### config.mk
export PLATFORM = sky130hd
export DESIGN_NAME = hdg_cordic_stage
export DESIGN_NICKNAME = d
export VERILOG_FILES = /design/src/rtl/hdg_pkg.sv /design/src/rtl/hdg_cordic_stage.sv
export SDC_FILE = /design/constraint.sdc
export NUM_CORES = 1
export LEC_CHECK = 0
export BUFFER_PORTS_ARGS = -buffer_cell sky130_fd_sc_hd__clkbuf_2
export CORE_MARGIN = 5
export CORE_UTILIZATION = 55
export DETAILED_ROUTE_END_ITERATION = 12
export PLACE_DENSITY = 0.91
export SYNTH_ARGS = -nofsm -noshare
export SYNTH_HDL_FRONTEND = slang
export SYNTH_SLANG_ARGS = --single-unit
### constraint.sdc
create_clock -name aclk -period 5.8 [get_ports aclk]
set_clock_uncertainty 0.1 [all_clocks]
set_input_delay 1.16 -clock aclk [delete_from_list [all_inputs] [get_ports aclk]]
set_output_delay 1.16 -clock aclk [all_outputs]
set_load 0.05 [all_outputs]
### src/rtl/hdg_pkg.sv
package hdg_pkg;

    localparam int TABLE_LEN     = 24;
    localparam int PRESCALE_BITS = 20;
    localparam int ACC_W         = 26;
    localparam int OUT_W         = 17;

    localparam logic signed [ACC_W-1:0] DEG180 = 26'sd11796480;
    localparam logic signed [ACC_W-1:0] DEG360 = 26'sd23592960;
    localparam logic signed [ACC_W-1:0] ROUND_HALF = 26'sd128;

    localparam logic [OUT_W-1:0] FULL_TURN_OUT = 17'd92160;
    localparam logic [OUT_W-1:0] HALF_TURN_OUT = 17'd46080;
    localparam logic [OUT_W-1:0] ZERO_TURN_OUT = 17'd0;

    // Arctangent of 2^-i in degrees, scaled by 65536 and rounded to nearest.
    localparam logic signed [ACC_W-1:0] ATAN_TAB [TABLE_LEN] = '{
        26'sd2949120, 26'sd1740967, 26'sd919879, 26'sd466945,
        26'sd234379,  26'sd117304,  26'sd58666,  26'sd29335,
        26'sd14668,   26'sd7334,    26'sd3667,   26'sd1833,
        26'sd917,     26'sd458,     26'sd229,    26'sd115,
        26'sd57,      26'sd29,      26'sd14,     26'sd7,
        26'sd4,       26'sd2,       26'sd1,      26'sd0
    };

    typedef struct packed {
        logic zero_dx;
        logic dz_pos;
        logic left_half;
    } hdg_flags_t;

endpackage

### src/rtl/hdg_cordic_stage.sv
module hdg_cordic_stage #(
    parameter int W     = 48,
    parameter int SHIFT = 0
) (
    input  logic                                aclk,
    input  logic                                aresetn,
    input  logic                                in_valid,
    output logic                                in_ready,
    input  logic signed [W-1:0]                 in_x,
    input  logic signed [W-1:0]                 in_y,
    input  logic signed [hdg_pkg::ACC_W-1:0]    in_acc,
    input  hdg_pkg::hdg_flags_t                 in_flags,
    output logic                                out_valid,
    input  logic                                out_ready,
    output logic signed [W-1:0]                 out_x,
    output logic signed [W-1:0]                 out_y,
    output logic signed [hdg_pkg::ACC_W-1:0]    out_acc,
    output hdg_pkg::hdg_flags_t                 out_flags
);
    import hdg_pkg::*;

    logic                    valid_reg;
    logic signed [W-1:0]     x_reg;
    logic signed [W-1:0]     y_reg;
    logic signed [ACC_W-1:0] acc_reg;
    hdg_flags_t              flags_reg;

    logic signed [W-1:0]     x_next;
    logic signed [W-1:0]     y_next;
    logic signed [ACC_W-1:0] acc_next;

    always_comb begin
        if (in_y >= 0) begin
            x_next   = in_x + (in_y >>> SHIFT);
            y_next   = in_y - (in_x >>> SHIFT);
            acc_next = in_acc + ATAN_TAB[SHIFT];
        end else begin
            x_next   = in_x - (in_y >>> SHIFT);
            y_next   = in_y + (in_x >>> SHIFT);
            acc_next = in_acc - ATAN_TAB[SHIFT];
        end
    end

    assign in_ready = !valid_reg || out_ready;

    always_ff @(posedge aclk) begin
        if (!aresetn) begin
            valid_reg <= 1'b0;
        end else if (in_ready) begin
            valid_reg <= in_valid;
        end
    end

    always_ff @(posedge aclk) begin
        if (in_ready && in_valid) begin
            x_reg     <= x_next;
            y_reg     <= y_next;
            acc_reg   <= acc_next;
            flags_reg <= in_flags;
        end
    end

    assign out_valid = valid_reg;
    assign out_x     = x_reg;
    assign out_y     = y_reg;
    assign out_acc   = acc_reg;
    assign out_flags = flags_reg;

endmodule

After elaboration in Yosys (flattened, before gate mapping)
Index checks and enable logic that the tools add are counted.
{ "totals": {"reg_bits": 126, "latchBits": 0, "mem_bits_rw": 0, "rom_bits": 0, "in_bits": 129, "out_inout_bits": 127, "memories": 0} }
{ "classes": {"addsub": 5, "mul": 0, "div": 0, "magnitude_cmp": 1, "n_eq_ne": 0, "shifts": 0, "n_mux": 3, "bitwise": 0, "n_reduce_logical": 3} }
{ "op_table": {"columns": ["operator", "count"], "rows": [
  ["48-bit two-way mux", 2],
  ["48-bit subtractor", 2],
  ["48-bit adder", 1],
  ["48-bit by 1-bit >= comparator with 1-bit output, second input constant", 1],
  ["26-bit by 23-bit adder with 26-bit output, second input constant", 1],
  ["26-bit two-way mux", 1],
  ["26-bit by 23-bit subtractor with 26-bit output, second input constant", 1],
  ["1-bit logical AND", 1],
  ["1-bit zero test", 1],
  ["1-bit logical OR", 1]
]} }

Longest topological paths before layout
{ "depth": {"depth_word": 3, "mapped_depth": 13, "ltp_nobuf": 12} }

Worst setup path before layout
OpenSTA, ideal clock, no wires.
{ "synth_timing": {"kind": "in2reg", "startpoint": "input port out_ready", "endpoint": "register acc_reg[0], in the netlist out_acc[0], enable pin", "arrival_ns": 4.545, "t_required_ns": 5.203, "slack_ns": 0.658, "path_stages": 2, "path_cell_list": "nand2b_1 and2_1"} }
{ "synth_via": {"elab_chain_cells": 2} }
{ "synth_rtl": {"columns": ["element", "line", "text"], "rows": [
  ["start, declared", "hdg_cordic_stage.sv:14", "input logic out_ready,"],
  ["1-bit logical OR", "hdg_cordic_stage.sv:44", "assign in_ready = !valid_reg || out_ready;"],
  ["1-bit logical AND", "hdg_cordic_stage.sv:55", "if (in_ready && in_valid) begin"],
  ["end signal, assigned", "hdg_cordic_stage.sv:58", "acc_reg <= acc_next;"],
  ["end, declared", "hdg_cordic_stage.sv:25", "logic signed [ACC_W-1:0] acc_reg;"]
]} }
No other way between the ends.
A chain may end at the register's enable or synchronous reset.

Worst setup path after layout
{ "layout_timing": {"startpoint": "input port in_x[12]", "endpoint": "register y_reg[33], in the netlist out_y[33] (data pin)"} }
{ "layout_via": {"elab_chain_cells": 2, "word_cells_on_any_way": 3, "classes_between": "add/sub (2); mux (1)"} }
{ "layout_rtl": {"columns": ["element", "line", "text"], "rows": [
  ["start, declared", "hdg_cordic_stage.sv:9", "input logic signed [W-1:0] in_x,"],
  ["48-bit adder or 48-bit subtractor (tied branches)", "hdg_cordic_stage.sv:39, hdg_cordic_stage.sv:35", null],
  ["48-bit two-way mux *", "hdg_cordic_stage.sv:33", "if (in_y >= 0) begin"],
  ["via y_next[33]", "hdg_cordic_stage.sv:29", "logic signed [W-1:0] y_next;"],
  ["end signal, assigned", "hdg_cordic_stage.sv:57", "y_reg <= y_next;"],
  ["end, declared", "hdg_cordic_stage.sv:24", "logic signed [W-1:0] y_reg;"]
]} }
The timed path passes the listed nets; every way through them passes the cells marked *.

==> out/metrics.csv <==
metric,value,unit
finalHoldViolCount,0,
clk_path_buf_depth,2,
power_density,261.0,nW/um2
cts_tree,done,
slowest_stage,a311oi_1,
avgSynthCellArea,8.169,um2
syn-num-nets,1888,
ys.flop_type,edfxtp_1,
postRouteAntennaNets,0,
die_h,164.7,um
clk_pin_slew,0.07,ns
startpoint_type,input port,
antenna_found_initial,0,
drc,0,
synth_area,13160,um2
hold_slack,0.4674,ns
hold_class,flip-flop to flip-flop,
yosys_warnings,0,
ys_ff_latch,125,
num_rows,56,
cap_violations,0,
cts-root-buf,clkbuf_16,
synthTopCellsByArea,"edfxtp_1 (28%), ha_1 (14%), a21oi_1 (7.3%)",
required,5.88,ns
drt_pass1_iterations,7,
critPathKind,input port to flip-flop,
io_pins,256,
track_usage,32.97,%
p_leak,6.768,nW
port_buffers,255,
start_util,55.90,%
wirelength,46080,um
endpoint_kind,flip-flop,
vias_per_cell,6.363,
fill_cells,2046,
cts_resized,0,
num_vias,13710,
syn_to_final_growth,15.63,%
grt_max_degree,62,
fin_nets,2100,
drtIter0Drc,1764,
finalSetupViolations,0,
slew_viol_final,0,
numCtsBuffers,17,
ys_types,79,
grt_pass1_wl,70550,um
critPathArrivalTime,4.61,ns
synth_largest_area_cell,edfxtp_1,
status,completed,
cts_hold_buf,0,
drive_gt1_share,17.54,%
routedWlPerCell,21.38,um
netlist_instances,1611,
grt_pass1_vias,12960,
clkLatencyLatePin,0.44,ns
rsz0062_at_grt,false,
clock_sinks,125,
insertedDiodeCount,0,
die_width,164.7,um
hpwl,36270,um
max_stage_delay,0.69,ns
place.gp.congestion,1.032,
overflow,0,
ir_drop,0.1292,mV
yosysSeqAreaShare,28.45,%
synth_edf_count,124,
die_area,27120,um2
fin_crit_sh,78.06,%
fmaxAchievable,220.9,MHz
fin_tns_setup,0,ns
post-route-min-period,4.527,ns
synth_top_area_share,28.29,%
worst_pin_slew,0.9586,ns
core,23540,um2
crit_path_max_fanout,16,
h-tree-depth,4,
path_cells,clkbuf_2 -> inv_1 -> ha_1 -> inv_1 -> a21oi_1 -> o311ai_0 -> a31o_2 -> a311oi_1 -> o21ai_0 -> a311oi_1 -> mux2i_1 -> xnor2_1,
post_cts_buffers,0,
async_flop_share,0,%
slew-limit-headroom,36.03,%
==> metal layers <==
layer  GRT usage, %  up-vias  routed length, um
li1               -     6265                  -
met1          45.60     6389              19100
met2          52.96      910              21040
met3          5.141      148               4440
met4          10.89        0               1511
met5              0        -                  0
==> critical path, delay by kind of cell <==
family,cells,cell delay [ns]
AOI/OAI and AO/OA,6,2.25
xor gates and xnor gates,1,0.15
adders and majority gates,1,0.58
buffers and inverters,3,0.28
muxes,1,0.16
==> path summary, 6_finish.rpt <==
kind | from | end | slack [ns] | cells after the start
setup / recovery | in_x[12] | out_y[33] | 1.27 | 12
hold / removal | out_valid | out_valid | 0.47 | 2
setup reg to reg | out_valid | out_x[14] | 3.78 | 3
hold reg to reg | out_valid | out_valid | 0.47 | 2
==> state kept, by name, indices dropped and copies added, names as in the netlist <==
register,flops
out_acc,26
out_flags,3
out_valid,1
out_x,48
out_y,47
==> logic make-up after synthesis <==
logic type / share of synthesized area [%]
AOI/OAI and AO/OA: 26.88
xor gates and xnor gates: 6.123
adders and majority gates: 14.24
buffers and inverters: 6.655
DFF: 28.45
muxes: 1.844
and+or+nand+nor: 15.81
==> where the power goes <==
part           leakage, nW  switching, mW  internal [mW]
Clock                0.273          0.515          0.571
Sequential            1.21         0.0348           1.16
Combinational         5.29           1.21          0.485
Total                 6.77           1.76           2.21
==> area by class of cell <==
| cell class | count | area [um2] | area share, % |
|---|---|---|---|
| tap | 319 | 399.1 | 2.623 |
| sequential | 125 | 3744 | 24.60 |
| clock buffer | 17 | 425.4 | 2.796 |
| inverter | 149 | 559.3 | 3.675 |
| clock inverter | 15 | 147.6 | 0.9702 |
| timing repair buffer | 271 | 1399 | 9.193 |
| multi-input combinational | 1259 | 8543 | 56.14 |
==> layout by cell type (no fill, tap or decap), types with 18 or more instances in the layout <==
master	n
nand2_1	96
a31oi_1	18
nand3_1	24
nand4_1	29
o21bai_1	36
ha_1	145
o21ai_0	123
edfxtp_1	124
mux2i_1	22
nor2b_1	18
nor2_1	155
a21oi_1	193
nor3_1	31
clkbuf_2	254
inv_1	144
nand2b_1	19
a21o_1	29
xnor2_1	76
==> synthesized netlist by cell type, types with 6 or more instances <==
library cell / number
a311oi_1: 8
o41ai_1: 6
and2_1: 9
o211ai_1: 15
o21a_1: 12
nor4_1: 11
nor2b_1: 18
a21o_1: 29
buf_2: 9
or3_1: 6
a221oi_1: 10
edfxtp_1: 124
a31oi_1: 18
nand4_1: 29
a21boi_0: 9
ha_1: 145
nand3_1: 24
a21oi_1: 193
inv_1: 145
mux2i_1: 22
buf_1: 20
and4_1: 6
nand2b_1: 19
o21ai_0: 123
xor2_1: 16
nor3_1: 31
a211oi_1: 14
nor2_1: 155
and3_1: 11
clkbuf_1: 46
xnor2_1: 76
o31ai_1: 17
a211o_1: 14
nand2_1: 96
o21bai_1: 36
==> through the flow <==
| stage | power, mW | util (%) | cell area [um2] | setup WS (ns) | cells |
|---|---|---|---|---|---|
| 6_report | 3.972 | 64.64 | 15220 | 1.273 | 2155 |
| 2_1_floorplan | 2.399 | - | 13160 | 0.6580 | 1611 |
| 5_1_grt | 4.134 | 64.64 | 15220 | 1.051 | 2155 |
| 3_3_place_gp | 2.840 | 62.20 | 14640 | 0.9880 | 2123 |
| 4_1_cts | 3.939 | 64.64 | 15220 | 1.374 | 2155 |
| 3_5_place_dp | 2.860 | 62.20 | 14640 | 0.9491 | 2123 |
(Power assumes the default switching activity.)
